**src/rdc_pkg.sv**
```systemverilog
// ----------------------------------------------------------------------------
// Radix digit converter package
// Widths, digit encoding and controller/datapath interface types.
// ----------------------------------------------------------------------------
package rdc_pkg;

  localparam int unsigned VALUE_WIDTH = 32;
  localparam int unsigned IN_W        = 32;
  localparam int unsigned BASE_W      = 6;
  localparam int unsigned CHAR_W      = 7;
  localparam int unsigned DIGIT_W     = 6;
  localparam int unsigned BITCNT_W    = $clog2(VALUE_WIDTH);
  localparam int unsigned SP_W        = $clog2(VALUE_WIDTH + 1);

  localparam logic [BASE_W-1:0] MIN_BASE = BASE_W'(2);
  localparam logic [BASE_W-1:0] MAX_BASE = BASE_W'(36);

  localparam logic [CHAR_W-1:0] CHAR_ZERO   = CHAR_W'(48);  // '0'
  localparam logic [CHAR_W-1:0] CHAR_A_OFFS = CHAR_W'(55);  // 'A' - 10
  localparam logic [DIGIT_W-1:0] DEC_DIGITS = DIGIT_W'(10);

  typedef enum logic [1:0] {
    ST_IDLE,
    ST_DIV,
    ST_EMIT
  } state_e;

  typedef struct packed {
    logic load;
    logic div_step;
    logic pop;
  } cmd_t;

  typedef struct packed {
    logic in_bad;     // base of the offered item is out of range
    logic div_last;   // current divide step produces the digit
    logic quot_zero;  // quotient after this step is zero
    logic out_free;   // output register can take a digit
    logic stack_one;  // one digit left to emit
  } status_t;

  function automatic logic [CHAR_W-1:0] digit_to_char(input logic [DIGIT_W-1:0] d);
    logic [CHAR_W-1:0] dx;
    dx = CHAR_W'(d);
    if (d < DEC_DIGITS) begin
      return CHAR_ZERO + dx;
    end
    return CHAR_A_OFFS + dx;
  endfunction

endpackage

```
**src/rdc_datapath.sv**
```systemverilog
// ----------------------------------------------------------------------------
// Radix digit converter datapath
// Bit-serial restoring divider, digit stack and output register.
// ----------------------------------------------------------------------------
module rdc_datapath (
  input  logic                         clk_i,
  input  logic                         rst_ni,
  input  rdc_pkg::cmd_t                cmd_i,
  output rdc_pkg::status_t             status_o,
  input  logic [rdc_pkg::IN_W-1:0]     value_i,
  input  logic [rdc_pkg::BASE_W-1:0]   base_i,
  input  logic                         out_ready_i,
  output logic                         out_valid_o,
  output logic [rdc_pkg::CHAR_W-1:0]   digit_char_o,
  output logic                         last_o,
  output logic                         bad_base_o
);

  localparam int unsigned VW = rdc_pkg::VALUE_WIDTH;

  // Dividend shifts out at the top while quotient bits enter at the bottom
  logic [VW-1:0]                    dvd_q, dvd_d;
  logic [rdc_pkg::DIGIT_W-1:0]      rem_q, rem_d;
  logic [rdc_pkg::BASE_W-1:0]       base_q;
  logic                             bad_q;
  logic [rdc_pkg::BITCNT_W-1:0]     bit_cnt_q;
  logic [rdc_pkg::SP_W-1:0]         sp_q;
  logic [rdc_pkg::SP_W-1:0]         sp_m1;
  logic [rdc_pkg::DIGIT_W-1:0]      stack_q [VW];
  logic [rdc_pkg::DIGIT_W:0]        trial;
  logic                             qbit;
  logic                             in_bad;

  logic                             out_valid_q;
  logic [rdc_pkg::CHAR_W-1:0]       out_char_q;
  logic                             out_last_q;
  logic                             out_bad_q;

  assign in_bad = (base_i < rdc_pkg::MIN_BASE) || (base_i > rdc_pkg::MAX_BASE);

  assign trial = {rem_q, dvd_q[VW-1]};
  assign qbit  = (trial >= {1'b0, base_q});
  assign rem_d = qbit ? rdc_pkg::DIGIT_W'(trial - {1'b0, base_q})
                      : rdc_pkg::DIGIT_W'(trial);
  assign dvd_d = {dvd_q[VW-2:0], qbit};
  assign sp_m1 = sp_q - rdc_pkg::SP_W'(1);

  assign status_o.in_bad    = in_bad;
  assign status_o.div_last  = (bit_cnt_q == rdc_pkg::BITCNT_W'(VW - 1));
  assign status_o.quot_zero = (dvd_d == '0);
  assign status_o.out_free  = !out_valid_q || out_ready_i;
  assign status_o.stack_one = (sp_q == rdc_pkg::SP_W'(1));

  always_ff @(posedge clk_i or negedge rst_ni) begin
    if (!rst_ni) begin
      bit_cnt_q <= '0;
      sp_q      <= '0;
      bad_q     <= 1'b0;
    end else if (cmd_i.load) begin
      bit_cnt_q <= '0;
      bad_q     <= in_bad;
      // A bad base goes straight to the stack as a single '0'
      sp_q      <= in_bad ? rdc_pkg::SP_W'(1) : '0;
    end else if (cmd_i.div_step) begin
      if (bit_cnt_q == rdc_pkg::BITCNT_W'(VW - 1)) begin
        bit_cnt_q <= '0;
        sp_q      <= sp_q + rdc_pkg::SP_W'(1);
      end else begin
        bit_cnt_q <= bit_cnt_q + rdc_pkg::BITCNT_W'(1);
      end
    end else if (cmd_i.pop) begin
      sp_q <= sp_m1;
    end
  end

  always_ff @(posedge clk_i) begin
    if (cmd_i.load) begin
      dvd_q      <= VW'(value_i);
      rem_q      <= '0;
      base_q     <= base_i;
      stack_q[0] <= '0;
    end else if (cmd_i.div_step) begin
      dvd_q <= dvd_d;
      if (bit_cnt_q == rdc_pkg::BITCNT_W'(VW - 1)) begin
        rem_q <= '0;
        stack_q[sp_q[rdc_pkg::BITCNT_W-1:0]] <= rem_d;
      end else begin
        rem_q <= rem_d;
      end
    end
  end

  always_ff @(posedge clk_i or negedge rst_ni) begin
    if (!rst_ni) begin
      out_valid_q <= 1'b0;
    end else if (cmd_i.pop) begin
      out_valid_q <= 1'b1;
    end else if (out_ready_i) begin
      out_valid_q <= 1'b0;
    end
  end

  always_ff @(posedge clk_i) begin
    if (cmd_i.pop) begin
      out_char_q <= rdc_pkg::digit_to_char(stack_q[sp_m1[rdc_pkg::BITCNT_W-1:0]]);
      out_last_q <= (sp_q == rdc_pkg::SP_W'(1));
      out_bad_q  <= bad_q;
    end
  end

  assign out_valid_o  = out_valid_q;
  assign digit_char_o = out_char_q;
  assign last_o       = out_last_q;
  assign bad_base_o   = out_bad_q;

endmodule

```
**src/rdc_ctrl.sv**
```systemverilog
// ----------------------------------------------------------------------------
// Radix digit converter controller
// Sequences load, per-digit division and most-significant-first emission.
// ----------------------------------------------------------------------------
module rdc_ctrl (
  input  logic              clk_i,
  input  logic              rst_ni,
  input  logic              in_valid_i,
  output logic              in_ready_o,
  input  rdc_pkg::status_t  status_i,
  output rdc_pkg::cmd_t     cmd_o
);

  rdc_pkg::state_e state_q, state_d;

  always_ff @(posedge clk_i or negedge rst_ni) begin
    if (!rst_ni) begin
      state_q <= rdc_pkg::ST_IDLE;
    end else begin
      state_q <= state_d;
    end
  end

  always_comb begin
    state_d    = state_q;
    cmd_o      = '0;
    in_ready_o = 1'b0;
    case (state_q)
      rdc_pkg::ST_IDLE: begin
        in_ready_o = 1'b1;
        if (in_valid_i) begin
          cmd_o.load = 1'b1;
          state_d    = status_i.in_bad ? rdc_pkg::ST_EMIT : rdc_pkg::ST_DIV;
        end
      end
      rdc_pkg::ST_DIV: begin
        cmd_o.div_step = 1'b1;
        if (status_i.div_last && status_i.quot_zero) begin
          state_d = rdc_pkg::ST_EMIT;
        end
      end
      rdc_pkg::ST_EMIT: begin
        if (status_i.out_free) begin
          cmd_o.pop = 1'b1;
          if (status_i.stack_one) begin
            state_d = rdc_pkg::ST_IDLE;
          end
        end
      end
      default: begin
        state_d = rdc_pkg::ST_IDLE;
      end
    endcase
  end

endmodule

```
**src/radix_digit_converter_unit.sv**
```systemverilog
// ----------------------------------------------------------------------------
// Radix digit converter
// Converts an unsigned value to ASCII digits in base 2..36, MSD first.
// ----------------------------------------------------------------------------
// One item at a time. Each digit takes a full pass of the bit-serial restoring
// divider, and digits are then emitted from a stack at one per cycle while the
// output register is free. A bad base gives a single '0' with bad_base set. The
// next item is taken once the last digit sits in the output register.
module radix_digit_converter_unit (
  input  logic                        clk_i,
  input  logic                        rst_ni,
  input  logic                        in_valid_i,
  output logic                        in_ready_o,
  input  logic [rdc_pkg::IN_W-1:0]    value_i,
  input  logic [rdc_pkg::BASE_W-1:0]  base_i,
  output logic                        out_valid_o,
  input  logic                        out_ready_i,
  output logic [rdc_pkg::CHAR_W-1:0]  digit_char_o,
  output logic                        last_o,
  output logic                        bad_base_o
);

  rdc_pkg::cmd_t    cmd;
  rdc_pkg::status_t status;

  rdc_ctrl u_ctrl (
    .clk_i      (clk_i),
    .rst_ni     (rst_ni),
    .in_valid_i (in_valid_i),
    .in_ready_o (in_ready_o),
    .status_i   (status),
    .cmd_o      (cmd)
  );

  rdc_datapath u_datapath (
    .clk_i        (clk_i),
    .rst_ni       (rst_ni),
    .cmd_i        (cmd),
    .status_o     (status),
    .value_i      (value_i),
    .base_i       (base_i),
    .out_ready_i  (out_ready_i),
    .out_valid_o  (out_valid_o),
    .digit_char_o (digit_char_o),
    .last_o       (last_o),
    .bad_base_o   (bad_base_o)
  );

endmodule
```
**config.mk**
```make
export PLATFORM = sky130hd
export DESIGN_NAME = radix_digit_converter_unit
export DESIGN_NICKNAME = d
export VERILOG_FILES = /design/src/rdc_pkg.sv /design/src/rdc_datapath.sv /design/src/rdc_ctrl.sv /design/src/radix_digit_converter_unit.sv
export SDC_FILE = /design/constraint.sdc
export NUM_CORES = 1
export LEC_CHECK = 0
export BUFFER_PORTS_ARGS = -buffer_cell sky130_fd_sc_hd__buf_4
export CAP_MARGIN = 10
export CORE_MARGIN = 2
export CORE_UTILIZATION = 60
export CTS_CLUSTER_SIZE = 24
export DETAILED_ROUTE_END_ITERATION = 8
export PLACE_DENSITY = 0.85
export SYNTH_ARGS = -nofsm -noshare
export SYNTH_HDL_FRONTEND = slang
export SYNTH_SLANG_ARGS = --single-unit
```
**constraint.sdc**
```tcl
create_clock -name clk_i -period 6.4 [get_ports clk_i]
set_clock_uncertainty 0.05 [all_clocks]
set_input_delay 0.64 -clock clk_i [delete_from_list [all_inputs] [get_ports clk_i]]
set_output_delay 0.64 -clock clk_i [all_outputs]
set_load 0.01 [all_outputs]
```
== After elaboration in Yosys (flattened, before gate mapping) ==
Memories as Yosys holds them, arrays and structs flattened.
Cells that the tools add are included.
Word-level totals
  input bits: 42
  logic and storage cells: 82
  memories: 1
  output and inout bits: 11
  bits in registers: 68
  RAM bits: 192
  latch bits: 0
  ROM bits: 0
Operators by class
  shifts and indexed selects: 0
  div/mod/pow operators: 0
  reduce and logical (&&, ||, !) cells: 12
  add/sub/neg operators: 6
  magnitude comparators: 4
  bitwise operators: 0
  equality and inequality tests: 9
  mux-type cells: 39
  multipliers: 0
Memory list
  u_datapath.stack_q: words 32, bits a word 6, read ports 1, clocked after Yosys merged registers in 0, wr ports 1, line rdc_datapath.sv:29  | logic [rdc_pkg::DIGIT_W-1:0] stack_q [VW];
Operators with widths (number)
  2-to-1 mux 32 bit: 2
  2-to-1 mux 6 bit: 7
  logical NOT 32 bit: 1
  2-to-1 mux 5 bit: 4
  2-to-1 mux 1 bit: 18
  adder 6 x 6 -> 7 bit (first input constant): 2
  2-to-1 mux 7 bit: 2
  2-to-1 mux 2 bit: 5
  greater-or-equal comparator 7 x 6 -> 1 bit: 1
  adder 6 x 1 -> 6 bit (second input constant): 1
  == test 6 x 1 -> 1 bit (second input constant): 1
  > comparator 6 bit (second input constant): 1
  < comparator 6 x 2 -> 1 bit (second input constant): 1
  < comparator 6 x 4 -> 1 bit (second input constant): 1
  inequality test 2 bit (second input constant): 3
  case mux 2 bit (3 select lines): 1
  OR reduction 6 bit: 1
  subtractor 6 x 1 -> 6 bit (second input constant): 1
  subtractor 6 bit: 1
  adder 5 x 1 -> 5 bit (second input constant): 1
  == test 5 bit (second input constant): 1
  AND reduction 4 bit: 1
  nonzero test 2 bit: 2
  inequality test 3 x 1 -> 1 bit (second input constant): 1
  9 further kinds: 10

== Longest topological paths before layout ==
Gate-level depths: netlist of run 1.
  depth after elaboration: 7
  mapped depth: 18
  gate-level depth less buffers: 13

== Modules after synthesis ==
Synthesis of run 1 repeated with hierarchy kept, for this count alone.
Unflattened totals
  cells, all modules: 686
  area total of the unflattened synthesis: 11252.0 um2
By module, submodules not included
  rdc_datapath: area an instance 11124.4 um2, cells an instance 673, times used 1, sequential area each 7622.3 um2
  rdc_ctrl: area an instance 127.6 um2, cells an instance 13, times used 1, sequential area each 50.0 um2

== Worst setup path before layout of run 1 ==
Ideal clock, no wire load.
  kind: register to register
  from: register u_datapath.sp_q[0] (netlist name)
  to: register u_datapath.out_char_q, in the netlist u_datapath.digit_char_o[3], data pin
  path slack: 2.281 ns
  arrival time: 3.808 ns
  setup time: 0.261 ns
  stages on the path, launching flop included: 19
  period minus slack after synthesis: 4.119 ns
  path buffers: 6
  data required time: 6.089 ns
  path through: dfrtp_1 -> buf_6 -> buf_6 -> clkbuf_1 -> inv_1 -> ha_1 -> buf_2 -> buf_2 -> clkbuf_1 -> mux4_2 -> nand2_1 -> nand3_1 -> nand4_1 -> ha_1 -> inv_1 -> or2_1 -> o21ai_4 -> a21boi_2 -> xnor2_1
Between the ends
  cells in the longest elaborated chain, start to end: 6
  elaborated cells on any way between the ends: 9
  classes of those cells: add/sub: 3; order compare: 1; mux: 4; memory: 1
RTL lines
  from (decl): line rdc_datapath.sv:27  | logic [rdc_pkg::SP_W-1:0] sp_q;
  from (signal assigned): line rdc_datapath.sv:63  | sp_q <= in_bad ? rdc_pkg::SP_W'(1) : '0;
  from (signal assigned): line rdc_datapath.sv:67  | sp_q <= sp_q + rdc_pkg::SP_W'(1);
  from (signal assigned): line rdc_datapath.sv:72  | sp_q <= sp_m1;
  subtractor 6 x 1 -> 6 bit *: line rdc_datapath.sv:46  | assign sp_m1 = sp_q - rdc_pkg::SP_W'(1);
  memory (32 x 6 bit) *
  < comparator 6 x 4 -> 1 bit: line rdc_pkg.sv:45  | if (d < DEC_DIGITS) begin
  2-to-1 mux 1 bit: line rdc_pkg.sv:45
  2-to-1 mux 1 bit: line rdc_datapath.sv:104  | if (cmd_i.pop) begin
  2-to-1 mux 7 bit *: line rdc_pkg.sv:48  | return CHAR_A_OFFS + dx;
  to (signal assigned): line rdc_datapath.sv:105  | out_char_q <= rdc_pkg::digit_to_char(stack_q[sp_m1[rdc_pkg::BITCNT_W-1:0]]);
  to (decl): line rdc_datapath.sv:35  | logic [rdc_pkg::CHAR_W-1:0] out_char_q;
Mark *: on every way between the ends. The rest lies on a longest branch, timed or not. The select of a mux whose other input is x is not followed.
A chain may end at the register's enable or synchronous reset.

== Worst setup path after layout of run 1 ==
Same ends and word-level chain as after synthesis.

==> results of run 1 <==
cells in the mapped netlist, types with 2 or more instances:
cell type / count / share of area [%]
dfrtp_1: 15 / 3.3
and3_1: 2 / 0.11
a22o_1: 3 / 0.23
a211o_1: 2 / 0.16
xor2_1: 3 / 0.23
a21oi_1: 13 / 0.58
nand4b_1: 3 / 0.23
ha_1: 14 / 1.6
nand2b_1: 6 / 0.33
inv_1: 15 / 0.50
nand4_1: 8 / 0.44
mux4_1: 2 / 0.47
mux2_2: 4 / 0.40
mux4_2: 42 / 8.4
nand3_1: 17 / 0.76
buf_6: 3 / 0.30
clkbuf_1: 17 / 0.57
and2_1: 4 / 0.22
nor4_1: 8 / 0.44
nand2_1: 137 / 4.6
nor2b_1: 3 / 0.17
a31oi_1: 3 / 0.17
buf_2: 10 / 0.44
o22ai_1: 3 / 0.17
nor2_1: 60 / 2.0
xnor2_1: 10 / 0.78
or2_2: 3 / 0.17
nor3b_1: 3 / 0.20
edfxtp_1: 239 / 64
o21ai_1: 2 / 0.089
mux2i_1: 27 / 2.4
buf_4: 2 / 0.13
dfxtp_1: 6 / 1.1
o21ai_0: 31 / 1.4
or3_1: 4 / 0.22
nor3_1: 4 / 0.18
cell type report:
class | count | area, um2
Fill cell | 1119 | 5877
Sequential cell | 260 | 7676
Timing Repair Buffer | 67 | 558.0
Multi-Input combinational cell | 448 | 3353
Inverter | 16 | 60.06
Clock inverter | 9 | 66.31
Tap cell | 234 | 292.8
Clock buffer | 36 | 696.9
per-stage QoR:
stage	instance area (um2)	hold slack [ns]	util, %	worst slack [ns]	cells
after global placement	11840	0.3852	63.72	2.249	1019
after CTS	12610	0.2527	67.89	2.115	1065
after floorplan	11260	0.2944	-	2.281	758
after global routing	12700	0.2551	68.37	1.870	1070
after detailed placement	11840	0.3807	63.72	2.137	1019
final	12700	0.2656	68.37	2.132	1070
final timing paths:
check,startpoint,to,depth (start not counted)
max in group asynchronous,rst_ni,u_datapath.sp_q[0],2
min in group asynchronous,rst_ni,u_ctrl.state_q[0],2
max,u_datapath.sp_q[0],u_datapath.digit_char_o[3],12
min,base_i[0],u_datapath.base_q[0],1
max reg2reg,u_datapath.sp_q[0],u_datapath.digit_char_o[3],12
min reg2reg,u_datapath.bad_q,u_datapath.bad_base_o,0
cell families (layout without fill, tap and decap cells):
group	Yosys count	in the layout
adders and majority gates	15	15
and+or+nand+nor	272	272
muxes	75	75
DFF	260	260
xor gates and xnor gates	14	14
AOI/OAI and AO/OA	72	72
buffers and inverters	50	128
layer usage:
layer | up-vias | GRT usage [%]
met4 | 0 | 6.000
met1 | 3230 | 32.61
met5 | - | 0
met3 | 45 | 4.212
met2 | 312 | 38.23
li1 | 2979 | -
power by group:
| part | switching [W] | total (W) | internal (W) |
|---|---|---|---|
| clock network | 0.000588 | 0.00138 | 0.000794 |
| registers | 0.000224 | 0.00238 | 0.00216 |
| logic | 0.00119 | 0.00209 | 0.000905 |
| total | 0.00200 | 0.00585 | 0.00385 |
state kept, by name, indices dropped and copies added, names as in the netlist:
name and cells:
u_datapath.out_valid_o 1, u_datapath.bad_base_o 1, u_datapath.last_o 1, u_datapath.stack_q 192, u_datapath.base_q 6, u_datapath.bit_cnt_q 5, u_datapath.bad_q 1, u_ctrl.state_q 2
u_datapath.digit_char_o 7, u_datapath.dvd_q 32, u_datapath.rem_q 6, u_datapath.sp_q 6
timing repair:
item / in CTS / in global routing
hold buffers: 1 / 0
hold endpoints to repair: 15 / 0
buffers inserted: 0 / 0
==> results.cfg, run 1 <==
[logic_synthesis]
synth_cell_types = 66
yosys.area_share.simple_pct = 10.90
ys_ff_latch = 260
syn_area_per_cell_um2 = 14.86
synth-compound-area-share_pct = 4.122
yosysSeqAreaShare_pct = 68.13
syn_inst = 758
synth_fa_ha_area_share_pct = 1.733
synth_top_family_by_area = multiplexers
synth_nets = 815
synthMuxAreaShare_pct = 11.67
synth_async_sr_flop_share_pct = 5.769
synthXorXnorAreaFrac_pct = 1.156
synth_area_mm2 = 0.01126
synthFlopType = edfxtp_1
synth_edf_count = 239
yosysWarnings = 0

[worst_setup_path]
worstPathMaxFanout = 45
path_class = reg -> reg
slowest_stage = ha_2
ff2ff_setup_slack_ns = 2.13
crit_family = adder cells
arrival_ns = 4.47
cp_slowest_stage_delay_ns = 1.15
cp_num_buf_inv = 2
critPathRequiredTime_ns = 6.60
critPathMostFrequentCell = inv_1
cp-end-kind = flop
path_cells = inv_1, ha_2, mux4_2, nand2_1, nand3_1, nand4_1, ha_1, inv_1, or2_1, o21ai_4, a21boi_2, xnor2_1
start_kind = flop

[detailed_routing]
wl_per_cell_um = 21.55
viasPerCell = 6.136
routed_wl_mm = 23.06
wl_met2_mm = 11.48
final_antenna_net_count = 0
drt_iter0_drc = 805
wl_met1_mm = 9.126
num_vias = 6566
drt_first_pass_iters = 9
dr_wl_met3_mm = 1.991
drc = 6
top_layer = met4

[floorplanning]
design.die.area_mm2 = 0.01988
die_h_um = 141.0
io-pin-count = 53
core-area_mm2 = 0.01858
row_count = 50
die_x_um = 141.0
start_util_pct = 60.61

[clock_network]
clockRootBuffer = clkbuf_16
clk_pin_slew_ns = 0.07
cts.htree.levels = 1
cts.sinks = 260
cts_buffers = 25
cts_resized = 0
clkLatencyLatePin_ns = 0.51
cts_buffer_depth = 3
cts_tree = done

[timing]
slew_viol_final = 0
setup_viol = 0
period_needed_ns = 4.268
worst_pin_slew_ns = 1.224
fmax_ghz = 0.2343
hold_viol = 0
tns_ns = 0
slew_headroom_pct = 17.53
min_period_over_period_pct = 66.68
rsz0062_at_grt = no

[grt]
antenna_found_initial = 0
grt_pass1_vias = 6430
grt_start_max_net_pins = 48
overflow = 0
track_usage_pct = 23.17
grt_pass1_wl_mm = 35.38

[layout]
final_common_cell = edfxtp_1
drive_gt1_share_pct = 19.98
area_growth_syn_to_layout_pct = 12.81
diodes = 0
mostFrequentLayoutCells = edfxtp_1, nand2_1, buf_4
nets = 875

[outcome]
violations = DRC
status = finished with violations

[power]
total_leakage_power_nw = 4.255
finalPower_w = 0.005852
vdd_drop_max_mv = 0.2182
power.density_mw_per_mm2 = 460.6

[place]
dp_hpwl_mm = 14.58
port_buffers = 52
finalWeightedCongestion = 0.8490

[worst_hold_path]
hold_class = in -> reg

[job]
drv_cap = 0
(Power assumes the default switching activity.)
==> run 2, diff against run 1 <==
- CORE_UTILIZATION: 60 -> 55
- PLACE_DENSITY: 0.85 -> 0.82
- clock period: 6.4 -> 3.6 ns (I/O delays scaled with it)
==> run 2 against run 1 <==
  * The flow now finishes without violations
  * Die area up 8.8%
  * First-iteration DRC count is 27% lower
  * Worst hold slack got worse by 0.22 ns
  * Fmax rose by 24%
  * Final cell count is 5.1% higher
  * Critical path depth rose by 1
  * Count of clock-buffer cells in the layout down 3
  * Largest power group unchanged
==> results.cfg, run 2 (synthesis results as in run 1) <==
[clock_network]
cts_buffers = 26
clockRootBuffer = clkbuf_16
cts_tree = done
cts_setup_buffers = 0
cts.htree.levels = 1
cts_buffer_depth = 3
clk_pin_slew_ns = 0.06
clkLatencyLatePin_ns = 0.52
cts.sinks = 260

[timing]
worst_pin_slew_ns = 1.283
slew_viol_final = 0
rsz0062_at_grt = no
slew_headroom_pct = 13.57
hold_viol = 0
period_needed_ns = 3.451
min_period_over_period_pct = 95.87
tns_ns = 0
setup_viol = 0
fmax_ghz = 0.2897

[power]
power.density_mw_per_mm2 = 837.1
vdd_drop_max_mv = 0.5502
total_leakage_power_nw = 4.392
finalPower_w = 0.01092

[place]
port_buffers = 52
place_inst = 1071
finalWeightedCongestion = 0.9010
dp_hpwl_mm = 15.43

[worst_setup_path]
cp-end-kind = flop
critical_path_depth = 13
crit_end = u_datapath.digit_char_o[3]
worstPathMaxFanout = 11
critPathRequiredTime_ns = 3.81
r2r-start = u_datapath.sp_q[0]
setup.worst_path.start = u_datapath.sp_q[0]
critPathMostFrequentCell = inv_1
cp_slowest_stage_delay_ns = 0.51
slowest_stage = dfrtp_4
reg2reg_depth = 13
path_class = reg -> reg
path_cells = inv_1, ha_2, or3b_1, a211oi_2, or2_2, nand3_1, nand4_1, ha_1, inv_1, or2_1, o21ai_4, a21boi_2, xnor2_1
crit_family = simple AND/OR/NAND/NOR gates
timing.rr.end = u_datapath.digit_char_o[3]
ff2ff_setup_slack_ns = 0.15
start_kind = flop
arrival_ns = 3.66
cp_num_buf_inv = 2

[layout]
nets = 893
diodes = 0
mostFrequentLayoutCells = edfxtp_1, nand2_1, buf_4
post-route-util_pct = 64.65
area_growth_syn_to_layout_pct = 15.80
drive_gt1_share_pct = 21.52
stdcell_count = 1125
final_common_cell = edfxtp_1
fillers = 1380
largest_reg_flops = 192
regMostFlops = u_datapath.stack_q

[floorplanning]
die_h_um = 147.1
start_util_pct = 55.83
io-pin-count = 53
design.die.area_mm2 = 0.02164
die_x_um = 147.1
core-area_mm2 = 0.02017
row_count = 52

[grt]
gr-max-usage-layer = met2
grt_pass1_wl_mm = 36.31
grt_start_max_net_pins = 48
grtUsageMet2_pct = 37.08
globalRouteMet1Util_pct = 29.19
track_usage_pct = 21.83
grt_pass1_vias = 6705
overflow = 0
grt_util_met3_pct = 4.037
antenna_found_initial = 0

[detailed_routing]
drc = 0
wl_per_cell_um = 20.98
routed_wl_mm = 23.60
num_vias = 6614
drt_first_pass_iters = 5
final_antenna_net_count = 0
drt_iter0_drc = 591
viasPerCell = 5.879

[outcome]
status = finished clean

[worst_hold_path]
hold_path_depth = 3
hold_class = in -> reg

[job]
drv_cap = 0
## run 2: changes by cell type in the layout (fill, tap and decap cells not counted), sizes merged
cell	delta
clkinvlp	+2
bufinv	+3
dlygate4sd3	+6
clkbuf	-4
buf	+12
## run 2: worst reg2reg max path: stages (launching register included)
cell and delay (ns):
dfrtp_4 0.51, inv_1 0.12, ha_2 0.34, or3b_1 0.39, a211oi_2 0.33, or2_2 0.18
nand3_1 0.06, nand4_1 0.17, ha_1 0.18, inv_1 0.05, or2_1 0.29, o21ai_4 0.24
a21boi_2 0.21, xnor2_1 0.07
## run 2: worst min path at each step
stage / end / start
after detailed placement: u_datapath.out_valid_o / rst_ni
after global routing: u_datapath.dvd_q[31] / value_i[31]
after global placement: u_ctrl.state_q[1] / rst_ni
after CTS: u_datapath.dvd_q[13] / value_i[13]
after floorplan: u_ctrl.state_q[0] / rst_ni
final: u_datapath.dvd_q[23] / value_i[23]
## run 2: what timing repair did
| action | CTS | global route |
|---|---|---|
| setup endpoints to repair | 0 | 1 |
| gates resized for setup | 0 | 1 |
| hold buffers | 7 | 0 |
| hold endpoints to repair | 21 | 0 |
## run 2: final cells by class
| class | instances | area, um2 | area share, % |
|---|---|---|---|
| Sequential cell | 260 | 7676 | 58.87 |
| Tap cell | 270 | 337.8 | 2.591 |
| Clock buffer | 33 | 718.2 | 5.508 |
| Timing Repair Buffer | 84 | 698.2 | 5.354 |
| Multi-Input combinational cell | 448 | 3372 | 25.86 |
| Inverter | 16 | 60.06 | 0.4606 |
| Clock inverter | 14 | 177.7 | 1.362 |
## run 2: stage by stage
step	area (um2)	setup slack (ns)	hold WS (ns)
global route	13040	0.01665	0.04045
detailed placement	12060	0.2582	0.1782
finish	13040	0.1486	0.04672
global placement	12060	0.3150	0.1813
CTS	13030	0.1778	0.03476
floorplan	11280	-0.01920	0.01441
## run 2: per-layer routing
metal,part of all wire [%],vias to the layer above,wire length [um]
met5,0,-,0
met4,2.4,0,558
met3,6.3,42,1477
met2,51,256,11970
met1,41,3303,9595
li1,-,3013,-
## run 2: power breakdown
group	leakage [nW]	internal, W	total, W	switching, W
logic	1.76	0.00171	0.00405	0.00234
registers	2.20	0.00384	0.00408	0.000248
clock network	0.431	0.00170	0.00278	0.00108
total	4.39	0.00724	0.0109	0.00367
==> run 3, diff against run 2 <==
- MAX_ROUTING_LAYER: default -> met4
==> run 3 against run 2 <==
  * Power decreased by 0.12%
  * Worst hold slack barely moved
  * Worst setup slack got worse by 0.011 ns
  * Highest routed layer unchanged
  * Fmax down 0.31%
  * Wire length down 0.17%
  * Critical endpoint unchanged
  * Final cell count did not move
==> results.cfg, run 3 (synthesis results as in run 1) <==
[outcome]
status = finished clean

[clock_network]
cts_setup_buffers = 0
clk_pin_slew_ns = 0.06
clockRootBuffer = clkbuf_16
cts.sinks = 260
clkLatencyLatePin_ns = 0.52
cts_tree = done
cts.htree.levels = 1
cts_buffers = 26
cts_buffer_depth = 3

[power]
finalPower_w = 0.01090
vdd_drop_max_mv = 0.5480
pwr-share-seq_pct = 37.5
p_int_w = 0.007245
total_leakage_power_nw = 4.392
power.density_mw_per_mm2 = 836.2
combPwrFrac_pct = 37.1
p_sw_w = 0.003659
pwr-share-clk_pct = 25.5
switching_share_pct = 33.56

[timing]
slew_viol_final = 0
slew_headroom_pct = 14.82
setup_viol = 0
period_needed_ns = 3.462
rsz0062_at_grt = no
min_period_over_period_pct = 96.17
worst_pin_slew_ns = 1.264
hold_viol = 0
fmax_ghz = 0.2888

[worst_setup_path]
worstPathMaxFanout = 11
timing.rr.end = u_datapath.digit_char_o[3]
cp-end-kind = flop
start_kind = flop
ff2ff_setup_slack_ns = 0.14
arrival_ns = 3.67
r2r-start = u_datapath.sp_q[0]
reg2reg_depth = 13
path_class = reg -> reg
critPathRequiredTime_ns = 3.81

[detailed_routing]
viasPerCell = 5.836
final_antenna_net_count = 0
drt_iter0_drc = 536
drc = 0
num_vias = 6565
wl_per_cell_um = 20.95
drt_first_pass_iters = 5
routed_wl_mm = 23.57

[floorplanning]
die_x_um = 147.1
die_h_um = 147.1
start_util_pct = 55.83
design.die.area_mm2 = 0.02164
io-pin-count = 53
core-area_mm2 = 0.02017
row_count = 52

[worst_hold_path]
hold_class = in -> reg
hp-start = value_i[23]
holdPathEnd = u_datapath.dvd_q[23]
hold_path_depth = 3

[place]
place_area_mm2 = 0.01206
port_buffers = 52
finalWeightedCongestion = 0.9164
dp_hpwl_mm = 15.43

[layout]
regMostFlops = u_datapath.stack_q
final_common_cell = edfxtp_1
design_area_mm2 = 0.01304
diodes = 0
mostFrequentLayoutCells = edfxtp_1, nand2_1, buf_4
fillers = 1380
largest_reg_flops = 192
drive_gt1_share_pct = 21.52
multiInputGateArea_mm2 = 0.003372
area_growth_syn_to_layout_pct = 15.80
regArea_mm2 = 0.007676
nets = 893

[grt]
track_usage_pct = 22.54
antenna_found_initial = 0
grt_pass1_vias = 6692
grt_start_max_net_pins = 48
grt_pass1_wl_mm = 36.34
overflow = 0

[job]
drv_cap = 0
[run 3: timing repair]
action,in CTS,in global routing
setup endpoints to repair,0,1
hold buffers,7,0
gates resized for setup,0,1
endpoints found under the hold margin,21,0
[run 3: final cells by class]
type / instances / share of cell area (%)
clock buffers: 33 / 5.508
repair buffers: 84 / 5.354
inverters: 16 / 0.4606
multi-input cells: 448 / 25.86
clock inverters: 14 / 1.362
flip-flops and latches: 260 / 58.87
well taps: 270 / 2.591
[run 3: critical path, stage by stage, from the launching register on]
cell and delay (ns):
dfrtp_4 0.51, inv_1 0.12, ha_2 0.35, or3b_1 0.39, a211oi_2 0.34, or2_2 0.18
nand3_1 0.06, nand4_1 0.17, ha_1 0.18, inv_1 0.05, or2_1 0.29, o21ai_4 0.23
a21boi_2 0.21, xnor2_1 0.07
[run 3: worst max-delay path by stage]
| stage | startpoint | to | depth (start not counted) |
|---|---|---|---|
| finish | u_datapath.sp_q[0] | u_datapath.digit_char_o[3] | 13 |
| global route | u_datapath.sp_q[0] | u_datapath.digit_char_o[3] | 13 |
| CTS | u_datapath.sp_q[0] | u_datapath.digit_char_o[3] | 13 |
| detailed placement | u_datapath.sp_q[0] | u_datapath.digit_char_o[3] | 13 |
| global placement | u_datapath.sp_q[0] | u_datapath.digit_char_o[3] | 13 |
| floorplan | u_datapath.sp_q[0] | u_datapath.digit_char_o[3] | 17 |
[run 3: power by group through the flow]
| stage | Sequential (W) | Clock (W) | Combinational, W |
|---|---|---|---|
| after floorplan | 0.00406 | 0 | 0.00301 |
| after global placement | 0.00411 | 0 | 0.00384 |
| after detailed placement | 0.00413 | 0 | 0.00393 |
| after CTS | 0.00408 | 0.00282 | 0.00401 |
| after global routing | 0.00412 | 0.00292 | 0.00441 |
| final | 0.00408 | 0.00278 | 0.00404 |
[run 3: per-layer routing]
| metal | vias up | wire [um] | track usage [%] |
|---|---|---|---|
| met2 | 231 | 11980 | 36.92 |
| li1 | 3012 | - | - |
| met1 | 3284 | 9562 | 29.39 |
| met4 | 0 | 515 | 6.538 |
| met5 | - | 0 | - |
| met3 | 38 | 1505 | 4.006 |
[run 3: metrics by stage]
step | std cells | TNS [ns] | setup slack (ns) | utilization [%] | hold WS, ns
global placement | 1071 | 0 | 0.3150 | 59.80 | 0.1813
global route | 1125 | 0 | 0.01663 | 64.65 | 0.04035
CTS | 1125 | 0 | 0.1778 | 64.59 | 0.03476
finish | 1125 | 0 | 0.1379 | 64.65 | 0.04700
floorplan | 758 | -0.01920 | -0.01920 | - | 0.01441
detailed placement | 1071 | 0 | 0.2582 | 59.80 | 0.1782
